**src/design/srft_pkg.sv**
```systemverilog
`timescale 1ns / 1ps
// -----------------------------------------------------------------------------
// srft_pkg: shared types and constants of the sound RAM FIFO transfer unit
// Function codes, transfer types, configuration indexes and the structs that
// pass between the FIFO, the transfer engine and the top level.
// -----------------------------------------------------------------------------
package srft_pkg;

	// FIFO geometry
	localparam int FIFO_DEPTH = 32;
	localparam int FIFO_AW    = (FIFO_DEPTH > 1) ? $clog2(FIFO_DEPTH) : 1;
	localparam int FIFO_CW    = $clog2(FIFO_DEPTH + 1);

	// Field widths
	localparam int WORD_W  = 16;
	localparam int PTR_W   = 19;
	localparam int INDEX_W = 18;
	localparam int PHASE_W = 3;
	localparam int MODE_W  = 2;
	localparam int TYPE_W  = 3;
	localparam int CIDX_W  = 2;
	localparam int CDAT_W  = 3;

	typedef enum logic [1:0] {
		FUNC_TICK = 2'd0,
		FUNC_ADDR = 2'd1,
		FUNC_PUSH = 2'd2,
		FUNC_NONE = 2'd3
	} func_t;

	localparam logic [MODE_W-1:0] MODE_MANUAL = 2'd1;

	localparam logic [TYPE_W-1:0] TYPE_NORMAL = 3'd2;
	localparam logic [TYPE_W-1:0] TYPE_REP2   = 3'd3;
	localparam logic [TYPE_W-1:0] TYPE_REP4   = 3'd4;
	localparam logic [TYPE_W-1:0] TYPE_REP8   = 3'd5;

	localparam logic [CIDX_W-1:0] CFG_MODE = 2'd0;
	localparam logic [CIDX_W-1:0] CFG_TYPE = 2'd1;

	localparam logic [TYPE_W-1:0] TYPE_RESET = TYPE_NORMAL;

	typedef struct packed {
		func_t             func;
		logic [WORD_W-1:0] data;
	} item_t;

	typedef struct packed {
		logic              ram_write;
		logic [INDEX_W-1:0] ram_index;
		logic [WORD_W-1:0] ram_data;
		logic              busy_res;
		logic              fifo_overflow;
	} result_t;

	typedef struct packed {
		logic [MODE_W-1:0] mode;
		logic [TYPE_W-1:0] xfer_type;
	} cfg_t;

	typedef struct packed {
		logic              push;
		logic              pop;
		logic [WORD_W-1:0] wdata;
	} fifo_ctl_t;

	typedef struct packed {
		logic               empty;
		logic               full;
		logic [FIFO_CW-1:0] count;
		logic [WORD_W-1:0]  rdata;
	} fifo_stat_t;

endpackage

```
**src/design/srft_fifo.sv**
```systemverilog
`timescale 1ns / 1ps
// -----------------------------------------------------------------------------
// srft_fifo: halfword FIFO of the transfer unit
// Register storage with read and write pointers and a fill count; the head
// word is visible combinationally for a pop in the same cycle.
// -----------------------------------------------------------------------------
module srft_fifo
	import srft_pkg::*;
(
	input  logic       clk,
	input  logic       arst_n,
	input  fifo_ctl_t  ctl,
	output fifo_stat_t stat
);

	logic [WORD_W-1:0]  words_q [FIFO_DEPTH];
	logic [FIFO_AW-1:0] rd_q;
	logic [FIFO_AW-1:0] wr_q;
	logic [FIFO_CW-1:0] count_q;
	logic               do_push;
	logic               do_pop;

	function automatic logic [FIFO_AW-1:0] ptr_next(input logic [FIFO_AW-1:0] p);
		if (p == FIFO_AW'(FIFO_DEPTH - 1)) begin
			return '0;
		end
		return p + FIFO_AW'(1);
	endfunction

	assign stat.empty = (count_q == '0);
	assign stat.full  = (count_q == FIFO_CW'(FIFO_DEPTH));
	assign stat.count = count_q;
	assign stat.rdata = words_q[rd_q];

	// drop pushes into a full FIFO and pops from an empty one
	assign do_push = ctl.push && !stat.full;
	assign do_pop  = ctl.pop && !stat.empty;

	always_ff @(posedge clk) begin
		if (do_push) begin
			words_q[wr_q] <= ctl.wdata;
		end
	end

	always_ff @(posedge clk or negedge arst_n) begin
		if (!arst_n) begin
			rd_q    <= '0;
			wr_q    <= '0;
			count_q <= '0;
		end else begin
			if (do_push) begin
				wr_q <= ptr_next(wr_q);
			end
			if (do_pop) begin
				rd_q <= ptr_next(rd_q);
			end
			if (do_push && !do_pop) begin
				count_q <= count_q + FIFO_CW'(1);
			end else if (do_pop && !do_push) begin
				count_q <= count_q - FIFO_CW'(1);
			end
		end
	end

endmodule

```
**src/design/srft_engine.sv**
```systemverilog
`timescale 1ns / 1ps
// -----------------------------------------------------------------------------
// srft_engine: transfer engine of the sound RAM FIFO transfer unit
// Decodes one item, drives the FIFO, holds the byte pointer, held word,
// repeat phase and busy flag, and forms the result.
// -----------------------------------------------------------------------------
module srft_engine
	import srft_pkg::*;
(
	input  logic       clk,
	input  logic       arst_n,
	input  logic       advance,
	input  item_t      item,
	input  cfg_t       cfg,
	input  fifo_stat_t fifo_stat,
	output fifo_ctl_t  fifo_ctl,
	output result_t    result
);

	logic [PTR_W-1:0]   ptr_q;
	logic [WORD_W-1:0]  held_q;
	logic [PHASE_W-1:0] phase_q;
	logic               busy_q;

	logic [PTR_W-1:0]   ptr_d;
	logic [WORD_W-1:0]  held_d;
	logic [PHASE_W-1:0] phase_d;
	logic [PHASE_W-1:0] phase_inc;
	logic               busy_d;
	logic               can_xfer;
	logic               pop;

	assign can_xfer  = (cfg.mode == MODE_MANUAL) && !fifo_stat.empty;
	assign phase_inc = phase_q + PHASE_W'(1);

	always_comb begin
		ptr_d    = ptr_q;
		held_d   = held_q;
		phase_d  = phase_q;
		busy_d   = busy_q;
		pop      = 1'b0;
		result   = '0;
		unique case (item.func)
			FUNC_TICK: begin
				busy_d = can_xfer;
				if (can_xfer) begin
					pop = 1'b1;
					unique case (cfg.xfer_type)
						TYPE_REP2: begin
							if (!phase_q[0]) begin
								held_d = fifo_stat.rdata;
							end
							phase_d = {2'b00, phase_inc[0]};
						end
						TYPE_REP4: begin
							if (phase_q[1:0] == 2'b00) begin
								held_d = fifo_stat.rdata;
							end
							phase_d = {1'b0, phase_inc[1:0]};
						end
						TYPE_REP8: begin
							if (phase_q == 3'b111) begin
								held_d = fifo_stat.rdata;
							end
							phase_d = phase_inc;
						end
						default: begin
							held_d = fifo_stat.rdata;
						end
					endcase
					result.ram_write = 1'b1;
					result.ram_index = ptr_q[PTR_W-1:1];
					result.ram_data  = held_d;
					ptr_d            = ptr_q + PTR_W'(2);
				end
			end
			FUNC_ADDR: begin
				ptr_d = {item.data, 3'b000};
			end
			FUNC_PUSH: begin
				result.fifo_overflow = fifo_stat.full;
			end
			default: begin
			end
		endcase
		result.busy_res = busy_d;
	end

	assign fifo_ctl.push  = advance && (item.func == FUNC_PUSH);
	assign fifo_ctl.pop   = advance && pop;
	assign fifo_ctl.wdata = item.data;

	always_ff @(posedge clk or negedge arst_n) begin
		if (!arst_n) begin
			ptr_q   <= '0;
			held_q  <= '0;
			phase_q <= '0;
			busy_q  <= 1'b0;
		end else if (advance) begin
			ptr_q   <= ptr_d;
			held_q  <= held_d;
			phase_q <= phase_d;
			busy_q  <= busy_d;
		end
	end

endmodule

```
**src/design/sound_ram_fifo_transfer_unit.sv**
```systemverilog
`timescale 1ns / 1ps
// -----------------------------------------------------------------------------
// sound_ram_fifo_transfer_unit: FIFO to sample RAM write engine
// Accepts ticks, address writes and halfword pushes, and returns one result
// beat per item describing the sample RAM write it caused.
// -----------------------------------------------------------------------------
// The unit takes one item per clock cycle, back to back, with no gaps, while
// the result side keeps taking beats: each item is at most one FIFO push or
// one FIFO pop plus one RAM write decision, done in a single combinational
// pass between the input register and the result register. The edge that
// accepts an item loads the input register; the result register is loaded
// when the item advances, and the result beat holds until taken. While a
// result waits, the input side takes one more beat into the input register
// and then stalls until the result is taken. The FIFO is 32 words of register
// storage, so there is no clearing pass after reset. Words popped from a FIFO
// slot that was never written are undefined. Configuration writes are taken
// at any cycle and must only be issued while the unit is idle.
// -----------------------------------------------------------------------------
module sound_ram_fifo_transfer_unit
	import srft_pkg::*;
(
	input  logic              clk,
	input  logic              arst_n,
	// input item stream
	input  logic              s_tvalid,
	output logic              s_tready,
	input  logic [15:0]       s_tdata,    // [15:0] data
	input  logic [1:0]        s_tuser,    // [1:0] func
	// result stream
	output logic              m_tvalid,
	input  logic              m_tready,
	output logic [39:0]       m_tdata,    // [17:0] ram_index, [33:18] ram_data,
	                                      // [34] busy_res, [35] fifo_overflow
	output logic [0:0]        m_tuser,    // [0] ram_write
	// configuration write channel
	input  logic              cfg_valid,
	output logic              cfg_ready,
	input  logic [CIDX_W-1:0] cfg_index,
	input  logic [CDAT_W-1:0] cfg_data
);

	// input register
	logic       valid_s1;
	item_t      item_s1;
	// result register
	logic       valid_s2;
	result_t    result_s2;

	cfg_t       cfg_q;
	result_t    result_d;
	fifo_ctl_t  fifo_ctl;
	fifo_stat_t fifo_stat;
	logic       advance;
	logic       s_fire;

	// Advance the item in the input register when the result register is free
	// or is being emptied in this same cycle.
	assign advance  = valid_s1 && (!valid_s2 || m_tready);
	assign s_tready = !valid_s1 || advance;
	assign s_fire   = s_tvalid && s_tready;

	always_ff @(posedge clk or negedge arst_n) begin
		if (!arst_n) begin
			valid_s1 <= 1'b0;
		end else if (s_tready) begin
			valid_s1 <= s_tvalid;
		end
	end

	// payload of the input register: no reset
	always_ff @(posedge clk) begin
		if (s_fire) begin
			item_s1.func <= func_t'(s_tuser);
			item_s1.data <= s_tdata;
		end
	end

	always_ff @(posedge clk or negedge arst_n) begin
		if (!arst_n) begin
			valid_s2 <= 1'b0;
		end else if (advance) begin
			valid_s2 <= 1'b1;
		end else if (m_tready) begin
			valid_s2 <= 1'b0;
		end
	end

	always_ff @(posedge clk) begin
		if (advance) begin
			result_s2 <= result_d;
		end
	end

	// Configuration registers: always ready, drop writes beyond the list.
	assign cfg_ready = 1'b1;

	always_ff @(posedge clk or negedge arst_n) begin
		if (!arst_n) begin
			cfg_q.mode      <= '0;
			cfg_q.xfer_type <= TYPE_RESET;
		end else if (cfg_valid) begin
			if (cfg_index == CFG_MODE) begin
				cfg_q.mode <= cfg_data[MODE_W-1:0];
			end else if (cfg_index == CFG_TYPE) begin
				cfg_q.xfer_type <= cfg_data[TYPE_W-1:0];
			end
		end
	end

	srft_fifo u_fifo (
		.clk    (clk),
		.arst_n (arst_n),
		.ctl    (fifo_ctl),
		.stat   (fifo_stat)
	);

	srft_engine u_engine (
		.clk       (clk),
		.arst_n    (arst_n),
		.advance   (advance),
		.item      (item_s1),
		.cfg       (cfg_q),
		.fifo_stat (fifo_stat),
		.fifo_ctl  (fifo_ctl),
		.result    (result_d)
	);

	// Pack the result beat: zeros fill the top nibble.
	assign m_tvalid   = valid_s2;
	assign m_tuser[0] = result_s2.ram_write;
	assign m_tdata    = {4'b0000, result_s2.fifo_overflow, result_s2.busy_res,
	                     result_s2.ram_data, result_s2.ram_index};

	// ---------------------------------------------------------------------
	// Assertions
	// ---------------------------------------------------------------------

	// fill count never passes the FIFO depth
	a_count_bound: assert property (@(posedge clk) disable iff (!arst_n)
		fifo_stat.count <= FIFO_CW'(FIFO_DEPTH))
		else $error("FIFO count beyond depth");

	// a pop is only requested with a word in the FIFO
	a_pop_nonempty: assert property (@(posedge clk) disable iff (!arst_n)
		fifo_ctl.pop |-> !fifo_stat.empty)
		else $error("pop from empty FIFO");

	// a RAM write leaves the engine busy
	a_write_busy: assert property (@(posedge clk) disable iff (!arst_n)
		(valid_s2 && result_s2.ram_write) |-> result_s2.busy_res)
		else $error("RAM write without busy");

	// an overflow result comes only from a push into a full FIFO
	a_ovf_full: assert property (@(posedge clk) disable iff (!arst_n)
		(advance && result_d.fifo_overflow) |-> (fifo_stat.full && !fifo_ctl.pop))
		else $error("overflow flagged without full FIFO");

endmodule

```
**config.mk**
```make
export PLATFORM = sky130hd
export DESIGN_NAME = sound_ram_fifo_transfer_unit
export DESIGN_NICKNAME = d
export VERILOG_FILES = /design/src/design/srft_pkg.sv /design/src/design/srft_fifo.sv /design/src/design/srft_engine.sv /design/src/design/sound_ram_fifo_transfer_unit.sv
export SDC_FILE = /design/constraint.sdc
export NUM_CORES = 1
export LEC_CHECK = 0
export BUFFER_PORTS_ARGS = -buffer_cell sky130_fd_sc_hd__buf_4
export CORE_MARGIN = 4
export CORE_UTILIZATION = 40
export CTS_CLUSTER_SIZE = 20
export DETAILED_ROUTE_END_ITERATION = 8
export PLACE_DENSITY_LB_ADDON = 0.05
export SYNTH_ARGS = -nofsm -noshare
export SYNTH_HDL_FRONTEND = slang
export SYNTH_HIERARCHICAL = 1
export SYNTH_SLANG_ARGS = --single-unit
```
**constraint.sdc**
```tcl
create_clock -name clk -period 3.8 [get_ports clk]
set_input_delay 0.38 -clock clk [delete_from_list [all_inputs] [get_ports clk]]
set_output_delay 0.38 -clock clk [all_outputs]
set_load 0.01 [all_outputs]
```
==> results.md, run 1 <==
- Outcome: completed
- Iter 0 DRT Violations: 1,183
- Final instance area: 29,530 um^2
- CTS tree: done
- Crit path arrival time: 3.86 ns
- Syn Inst Count: 1,365
- Final Hold Fails: 0
- Number of cell rows: 92
- Post-Route Utilization: 46.90%
- Initial antenna violation count: 2
- Final clock skew: 0.02439 ns
- Unrepaired setup endpoints after global routing: no
- Slew HR: 22.25%
- Post-CTS sizing: 0
- CP Class: flop to flop
- Filler cell count: 5,364
- Most common cell after layout, fill and taps aside: edfxtp_1
- Core Area: 62,970 um^2
- Crit Path Max Fanout: 10
- Die W: 259.8 um
- Area leader, netlist: edfxtp_1
- Final WL: 63,920 um
- CP required: 4.28 ns
- Crit path cell chain: or4_4, nor3_1, nor3b_2, nand3_2, inv_1, o31ai_4, ha_1, inv_1, ha_1, nor2b_1, o21ai_0, a21boi_0, o31ai_1
- Seq/Total Area, Yosys: 73.14%
- Routed length per instance: 26.32 um
- Share of layout cells above drive strength 1: 25.19%
- Maximum VDD drop: 296.7 uV
- Nets: 1,572
- Worst hold path depth: 3
- CTS sink cnt: 628
- Setup TNS: 0 ns
- Commonest non-fill, non-tap cells in the layout: 567 x edfxtp_1, 150 x buf_4, 94 x mux4_2
- Final setup fails: 0
- Grt ovf: 0
- Synth top area share: 67.11%
- Synth Flop Type: edfxtp_1
- Setup bufs post-CTS: 0
- Period utilization: 88.87%
- Top delay family on crit path: simple AND/OR/NAND/NOR gates
- Area of the multi-input gates: 6182 um^2
- Slew @ Worst Pin: 1.166 ns
- Achievable clock frequency: 0.2961 GHz
- FF+latch area: 18,560 um^2
- Mux share of post-synthesis cell area: 12.96%
- CP endpoint kind: flop
- Simple-gate share of the synthesized area: 4.518%
- Reg clk slew, reported paths: 0.06 ns
- R2r worst-path depth: 13
- Overall Global Routing Usage: 19.00%
- Cell area after synthesis: 25,370 um^2
- Hold_buf cts: 23
- Bufs and invs on worst path: 2
- Post-Synth XOR/XNOR Area: 0.1381%
- Critical path depth: 13
- Via count: 13,210
- Die Area: 67,520 um^2
- First-pass GRT wire length: 92,960 um
- Post-DP Area: 27,150 um^2
- Synth cell types: 79
- CP max stage delay: 0.60 ns
- Worst setup SP type: flop
- Pwr Total: 0.01854 W
- Slew Viols, Final: 0
- Top cells by area, synth: edfxtp_1 67%, mux4_2 8.3%, dfrtp_1 5.9%
- Leakage: 10.03 nW
- EDFF count, synth: 567
- I/O pin cnt: 72
- Clock root cell: clkbuf_16
- Flops & latches, synth: 628
- Final GP Congestion: 0.7448
- Final ANT Viol Nets: 0
- Starting Density: 40.29%
- Largest family of logic cells by synthesized area: multiplexers
- Highest-delay cell along the critical path: or4_4
- Complex-gate fraction of the synthesized area: 5.691%
- PortBufs: 66
- Clock buffer depth: 3
- Synth warn: 6
- Pin count of the biggest net entering global routing: 62
- Vias per cell: 5.438
- Post-synth ARST share: 9.713%
- PD cells: 627.8 nW/um^2
- Area growth, synth to finish: 16.40%
- Vias in the first global route: 13,330
- Fraction of the mapped netlist area in adder cells: 0.9173%
- Fin crit period: 3.377 ns
- Cts bufs inserted: 69
- Die Height: 259.8 um
- Syn Area/Cell: 18.59 um^2
- Worst hold path type: input pin to flop
- Htree depth: 3
- # Max-Cap Violations: 0
- Residual DRC count: 0
- Drt first pass iters: 5
- Clock Latency Late Sink: 0.60 ns
- DP Wirelength: 38,080 um
## where the power goes
part           internal [W]  switching (W)
clock               0.00373        0.00265
combinational       0.00183        0.00211
sequential          0.00788       0.000342
## synthesized netlist by cell type, types with 4 or more instances
cell	count
a2111oi_2	12
a211oi_1	4
a21oi_1	56
a22o_1	17
a22oi_1	16
a2bb2oi_1	5
and3_1	22
buf_1	4
buf_2	13
buf_4	29
buf_6	12
clkbuf_1	33
dfrtp_1	60
edfxtp_1	567
ha_1	17
inv_1	13
mux2_1	8
mux2_4	13
mux2i_1	82
mux4_2	94
nand2_1	34
nand2b_1	8
nand3_1	15
nand3b_1	8
nand4_1	4
nor2_1	64
nor2b_1	9
nor3_1	5
nor4_1	4
nor4b_1	5
o21ai_0	14
o21ai_1	7
o221ai_1	16
o22ai_1	21
## per-stage QoR
| step | instances | hold slack, ns | worst slack (ns) |
|---|---|---|---|
| 2_1_floorplan | 1368 | 0.08441 | 0.1779 |
| 3_3_place_gp | 2278 | 0.4540 | 0.5078 |
| 3_5_place_dp | 2278 | 0.4593 | 0.4433 |
| 4_1_cts | 2426 | 0.02888 | 0.4140 |
| 5_1_grt | 2426 | 0.07185 | 0.09845 |
| 6_report | 2429 | 0.06723 | 0.4228 |
## worst min-delay path: cells and delay by family
kind / cells / cell delay, ns
buffers and inverters: 1 / 0.08
AND/OR/NAND/NOR: 2 / 0.16
## cell families (layout without fill, tap and decap cells)
| kind of cell | count (synthesis) | after routing |
|---|---|---|
| multiplexers | 200 | 200 |
| AND/OR/NAND/NOR | 208 | 208 |
| flip-flops | 628 | 628 |
| AO/OA/AOI/OAI | 196 | 196 |
| other | 2 | 8 |
| buffers and inverters | 109 | 321 |
| adder cells (fa/ha/maj) | 18 | 18 |
| XOR/XNOR | 4 | 4 |
## worst paths after layout
kind	from	endpoint	slack [ns]
worst max-delay path	u_fifo/count_q[1]$_DFFE_PN0P_	u_fifo/count_q[4]$_DFFE_PN0P_	0.42
worst min-delay path	m_tready	m_tvalid$_DFFE_PN0P_	0.07
worst max register to register	u_fifo/count_q[1]$_DFFE_PN0P_	u_fifo/count_q[4]$_DFFE_PN0P_	0.42
worst min register to register	u_engine/busy_q$_DFFE_PN0P_	u_engine/busy_q$_DFFE_PN0P_	0.48
max in group asynchronous	arst_n	u_fifo/rd_q[2]$_DFFE_PN0P_	2.58
min in group asynchronous	arst_n	u_engine/ptr_q[7]$_DFFE_PN0P_	0.46
## flip-flops by register name (all words and copies together) (netlist names)
name and flops:
u_engine/busy_q 1, m_tvalid 1, cfg_q 5, m_tdata 36, u_engine/phase_q 3, u_engine/ptr_q 18, u_fifo/words_q 512, item_s1 18
valid_s1 1, u_engine/held_q 16, u_fifo/count_q 6, u_fifo/wr_q 5, m_tuser 1, u_fifo/rd_q 5
## metal layers
metal	routed length, um	part of all wire [%]	up-vias	track usage, %
met1	30260	47	7002	28.56
met2	29690	46	294	29.33
met3	2832	4.4	73	2.668
met4	1135	1.8	0	4.977
met5	0	0	-	0
li1	-	-	5840	-
## final cells by class
| type | instances | area share (%) |
|---|---|---|
| clock buffer | 102 | 6.652 |
| sequential | 628 | 62.86 |
| inverter | 15 | 0.1907 |
| timing repair buffer | 181 | 5.135 |
| antenna | 3 | 0.02542 |
| tap | 846 | 3.585 |
| multi-input combinational | 631 | 20.94 |
| clock inverter | 23 | 0.6144 |
Power figures use the tool's default switching activity.
==> run 2, diff against run 1 <==
--- a/config.mk
+++ b/config.mk
@@ -8,6 +8,7 @@
 export BUFFER_PORTS_ARGS = -buffer_cell sky130_fd_sc_hd__buf_4
 export CORE_MARGIN = 4
 export CORE_UTILIZATION = 40
+export CTS_BUF_LIST = sky130_fd_sc_hd__clkbuf_2 sky130_fd_sc_hd__clkbuf_4 sky130_fd_sc_hd__clkbuf_8
 export CTS_CLUSTER_SIZE = 20
 export DETAILED_ROUTE_END_ITERATION = 8
 export PLACE_DENSITY_LB_ADDON = 0.05
==> run 2 against run 1 <==
Effect of this change: global-route usage up 0.12 points; total power down 2.4%; clock power is 7.2% lower; non-clock buffer count grew 4; largest power group unchanged.
==> results.md, run 2 (synthesis results as in run 1) <==
- Outcome: completed
- Routed length per instance: 25.78 um
- Achievable clock frequency: 0.2962 GHz
- Final cell count without fillers: 2,504
- Share of layout cells above drive strength 1: 28.52%
- R2r worst-path depth: 13
- Die Area: 67,520 um^2
- Vias per cell: 5.395
- CP endpoint kind: flop
- Htree depth: 3
- First-pass GRT wire length: 93,800 um
- Die W: 259.8 um
- Highest-delay cell along the critical path: or4_4
- CP Class: flop to flop
- Maximum VDD drop: 293.2 uV
- CP max stage delay: 0.60 ns
- Starting Density: 40.29%
- Reg clk slew, reported paths: 0.06 ns
- R2R Path Start: u_fifo/count_q[1]$_DFFE_PN0P_
- Final Hold Fails: 0
- Commonest non-fill, non-tap cells in the layout: 567 x edfxtp_1, 150 x buf_4, 112 x clkbuf_8
- Most common cell after layout, fill and taps aside: edfxtp_1
- Period utilization: 88.84%
- Via count: 13,510
- Final WL: 64,560 um
- Register name with the most flops: u_fifo/words_q
- Top delay family on crit path: simple AND/OR/NAND/NOR gates
- Worst hold path type: input pin to flop
- Crit path arrival time: 3.98 ns
- CTS tree: done
- PortBufs: 66
- Vias in the first global route: 13,640
- CP required: 4.40 ns
- Cts bufs inserted: 106
- Number of flip-flops in the largest register: 512
- CP Capture Point: u_fifo/count_q[4]$_DFFE_PN0P_
- Iter 0 DRT Violations: 1,045
- # Max-Cap Violations: 0
- Die Height: 259.8 um
- Final ANT Viol Nets: 0
- Final setup fails: 0
- Overall Global Routing Usage: 19.12%
- Setup bufs post-CTS: 0
- Final GP Congestion: 0.7448
- Number of cell rows: 92
- Core Area: 62,970 um^2
- DP Wirelength: 38,080 um
- Residual DRC count: 0
- FF-to-FF End: u_fifo/count_q[4]$_DFFE_PN0P_
- Unrepaired setup endpoints after global routing: no
- Clock buffer depth: 3
- Placed cells: 2,278
- Pin count of the biggest net entering global routing: 62
- Nets: 1,613
- Crit Path Max Fanout: 10
- Grt ovf: 0
- Worst setup SP type: flop
- Drt first pass iters: 5
- I/O pin cnt: 72
- Slew @ Worst Pin: 1.158 ns
- Fin crit period: 3.376 ns
- Clock Latency Late Sink: 0.70 ns
- R2r setup slk: 0.42 ns
- Slew Viols, Final: 0
- Area growth, synth to finish: 16.31%
- Crit path cell chain: or4_4, nor3_1, nor3b_2, nand3_2, inv_1, o31ai_4, ha_1, inv_1, ha_1, nor2b_1, o21ai_0, a21boi_0, o31ai_1
- Bufs and invs on worst path: 2
- Clock root cell: clkbuf_8
- Critical path depth: 13
- Slew HR: 22.82%
- CTS sink cnt: 628
- Final clock skew: 0.03209 ns
- Leakage: 10.11 nW
- Initial antenna violation count: 6
- Hold slack: 0.08238 ns
- Critical Path Start: u_fifo/count_q[1]$_DFFE_PN0P_
- Setup TNS: 0 ns
- PD cells: 613.2 nW/um^2
-- run 2: final cells by class --
| type | count | area (um^2) |
|---|---|---|
| diodes | 3 | 7.507 |
| repair buffers | 185 | 1556 |
| well taps | 846 | 1059 |
| inverters | 15 | 56.30 |
| flip-flops and latches | 628 | 18560 |
| fillers | 5435 | 33460 |
| clock inverters | 53 | 309.0 |
| multi-input cells | 631 | 6182 |
| clock buffers | 143 | 1774 |
-- run 2: through the flow --
step	total power (W)	worst slack (ns)	instance area [um^2]	utilization (%)
finish	0.01809	0.4239	29510	46.86
floorplan	0.01102	0.1779	25380	-
detailed placement	0.01235	0.4433	27150	43.11
global route	0.01899	0.1022	29500	46.85
CTS	0.01837	0.4220	29500	46.85
global placement	0.01234	0.5078	27150	43.11
-- run 2: timing repair --
item	4_1_cts	5_1_grt
gates resized for setup	0	0
endpoints found under the setup margin	0	0
endpoints found under the hold margin	85	0
hold buffers	27	0
-- run 2: worst min path at each step --
stage	depth (start not counted)	start	endpoint
2_1_floorplan	0	arst_n	cfg_q[0]$_DFFE_PN0P_
3_3_place_gp	2	u_engine/busy_q$_DFFE_PN0P_	u_engine/busy_q$_DFFE_PN0P_
3_5_place_dp	2	u_engine/busy_q$_DFFE_PN0P_	u_engine/busy_q$_DFFE_PN0P_
4_1_cts	3	cfg_valid	cfg_q[2]$_DFFE_PN0P_
5_1_grt	3	cfg_valid	cfg_q[0]$_DFFE_PN0P_
6_report	3	cfg_valid	cfg_q[0]$_DFFE_PN0P_
-- run 2: report_power, final --
group          switching, W  internal [W]  total (W)  leakage, nW
Sequential         0.000342       0.00788    0.00822         5.88
Clock               0.00269       0.00323    0.00592         1.11
Combinational       0.00212       0.00184    0.00396         3.12
-- run 2: tightest hold or removal path, delay by kind of cell --
kind / cells / cell delay, ns
buffers and inverters: 1 / 0.12
multiplexers: 1 / 0.15
AND/OR/NAND/NOR: 1 / 0.10
-- run 2: layer usage --
layer	routed length (um)	vias up	global-route usage, %
met1	30350	7192	28.48
met3	2915	89	3.584
met5	0	-	0
met4	1300	0	4.902
met2	30000	301	29.19
li1	-	5928	-
==> run 3, diff against run 2 <==
--- a/config.mk
+++ b/config.mk
@@ -6,7 +6,7 @@
 export NUM_CORES = 1
 export LEC_CHECK = 0
 export BUFFER_PORTS_ARGS = -buffer_cell sky130_fd_sc_hd__buf_4
-export CORE_MARGIN = 4
+export CORE_MARGIN = 2
 export CORE_UTILIZATION = 40
 export CTS_BUF_LIST = sky130_fd_sc_hd__clkbuf_2 sky130_fd_sc_hd__clkbuf_4 sky130_fd_sc_hd__clkbuf_8
 export CTS_CLUSTER_SIZE = 20
==> constraint.sdc (replaced) <==
create_clock -name clk -period 3.8 [get_ports clk]
set_input_delay 0.19 -clock clk [delete_from_list [all_inputs] [get_ports clk]]
set_output_delay 0.19 -clock clk [all_outputs]
set_load 0.01 [all_outputs]
==> run 3 against run 2 <==
Effect of this change: sequential cell count is the same; combinational power is 3% lower; largest power group unchanged; critical path type unchanged; clock skew is 0.0091 ns higher; total power down 0.25%; maximum frequency up 0.17%; via count up 0.44%; global-route usage grew 1.0 points; critical endpoint unchanged.
==> results.md, run 3 (synthesis results as in run 1) <==
- Register name with the most flops: u_fifo/words_q
- Leakage: 10.11 nW
- Fin crit period: 3.370 ns
- Slew @ Worst Pin: 1.199 ns
- Outcome: completed
- Die Area: 65,450 um^2
- Worst setup SP type: flop
- Reg clk slew, reported paths: 0.06 ns
- Most common cell after layout, fill and taps aside: edfxtp_1
- Clock buffer depth: 3
- Slew HR: 20.08%
- Pin count of the biggest net entering global routing: 44
- Filler cell count: 5,454
- Die W: 255.8 um
- Period utilization: 88.69%
- Starting Density: 40.36%
- Nets: 1,621
- Htree depth: 3
- Residual DRC count: 0
- I/O pin cnt: 72
- CTS sink cnt: 628
- Setup TNS: 0 ns
- R2r setup slk: 0.43 ns
- Initial antenna violation count: 3
- CP endpoint kind: flop
- Routed length per instance: 26.04 um
- Number of cell rows: 92
- First-pass GRT wire length: 95,990 um
- Commonest non-fill, non-tap cells in the layout: 567 x edfxtp_1, 155 x buf_4, 113 x clkbuf_8
- Cts bufs inserted: 106
- Share of layout cells above drive strength 1: 28.78%
- FF+latch area: 18,560 um^2
- Grt ovf: 0
- DP Wirelength: 39,300 um
- PD cells: 610.5 nW/um^2
- PortBufs: 66
- Area growth, synth to finish: 16.53%
- Number of flip-flops in the largest register: 512
- Final WL: 65,450 um
- Via count: 13,570
- Maximum VDD drop: 308.6 uV
- CP required: 4.37 ns
- Clock root cell: clkbuf_8
- Final GP Congestion: 0.7809
- Final ANT Viol Nets: 0
- Crit path arrival time: 3.94 ns
- Clock Latency Late Sink: 0.71 ns
- Slew Viols, Final: 0
- Final setup fails: 0
- Final clock skew: 0.04115 ns
- Pwr Total: 0.01805 W
- Final Hold Fails: 0
- Core Area: 62,850 um^2
- # Max-Cap Violations: 0
- Unrepaired setup endpoints after global routing: no
- Crit Path Max Fanout: 10
- Die Height: 255.8 um
- CP Class: flop to flop
- Drt first pass iters: 5
- Vias in the first global route: 14,020
- CTS tree: done
- Area of the multi-input gates: 6177 um^2
- Vias per cell: 5.400
- Iter 0 DRT Violations: 1,079
- Achievable clock frequency: 0.2967 GHz
- Overall Global Routing Usage: 20.12%
- Worst hold path type: input pin to flop
[run 3: worst paths after layout]
| path | start | end | cells after the start |
|---|---|---|---|
| setup / recovery | u_fifo/count_q[1]$_DFFE_PN0P_ | u_fifo/count_q[4]$_DFFE_PN0P_ | 13 |
| hold / removal | s_tdata[9] | item_s1[9]$_DFFE_PP_ | 2 |
| setup reg to reg | u_fifo/count_q[1]$_DFFE_PN0P_ | u_fifo/count_q[4]$_DFFE_PN0P_ | 13 |
| hold reg to reg | u_engine/busy_q$_DFFE_PN0P_ | u_engine/busy_q$_DFFE_PN0P_ | 2 |
| max in group asynchronous | arst_n | cfg_q[1]$_DFFE_PN1P_ | 4 |
| min in group asynchronous | arst_n | valid_s1$_DFFE_PN0P_ | 3 |
[run 3: cell type report]
class	count	share of cell area, %
antenna	6	0.05079
clock buffer	156	6.353
clock inverter	38	0.6772
inverter	15	0.1905
multi-input combinational	631	20.90
sequential	628	62.79
tap	846	3.581
timing repair buffer	193	5.460
[run 3: routing by layer]
layer | vias to the layer above | global-route usage (%) | wire length [um]
li1 | 5956 | - | -
met2 | 354 | 31.85 | 31130
met4 | 0 | 5.913 | 1587
met1 | 7149 | 28.12 | 29330
met5 | - | 0 | 0
met3 | 111 | 4.308 | 3402
[run 3: stage by stage]
stage | hold WS, ns | std cells | area (um^2) | util, % | worst slack, ns
final | 0.2027 | 2513 | 29560 | 47.04 | 0.4297
after global routing | 0.1532 | 2508 | 29550 | 47.02 | 0.1108
after CTS | 0.1402 | 2507 | 29550 | 47.01 | 0.4206
after detailed placement | 0.2220 | 2281 | 27140 | 43.18 | 0.4550
after global placement | 0.2310 | 2281 | 27140 | 43.18 | 0.4964
after floorplan | -0.1056 | 1368 | 25380 | - | 0.1779
[run 3: worst max-delay path: stages (launching register included)]
cell and delay (ns):
dfrtp_1 0.41, or4_4 0.60, nor3_1 0.27, nor3b_2 0.10, nand3_2 0.09, inv_1 0.13
o31ai_4 0.18, ha_1 0.35, inv_1 0.15, ha_1 0.31, nor2b_1 0.13, o21ai_0 0.21
nor3b_1 0.23, o31ai_1 0.09
[run 3: report_power, final]
part | internal (W) | switching, W | total, W
sequential | 0.00788 | 0.000388 | 0.00827
clock | 0.00322 | 0.00270 | 0.00592
combinational | 0.00179 | 0.00207 | 0.00386
total | 0.0129 | 0.00516 | 0.0180
[run 3: what timing repair did]
action | in CTS | in global routing
hold buffers | 32 | 0
gates resized for setup | 0 | 0
hold endpoints to repair | 62 | 0
buffers inserted | 0 | 0
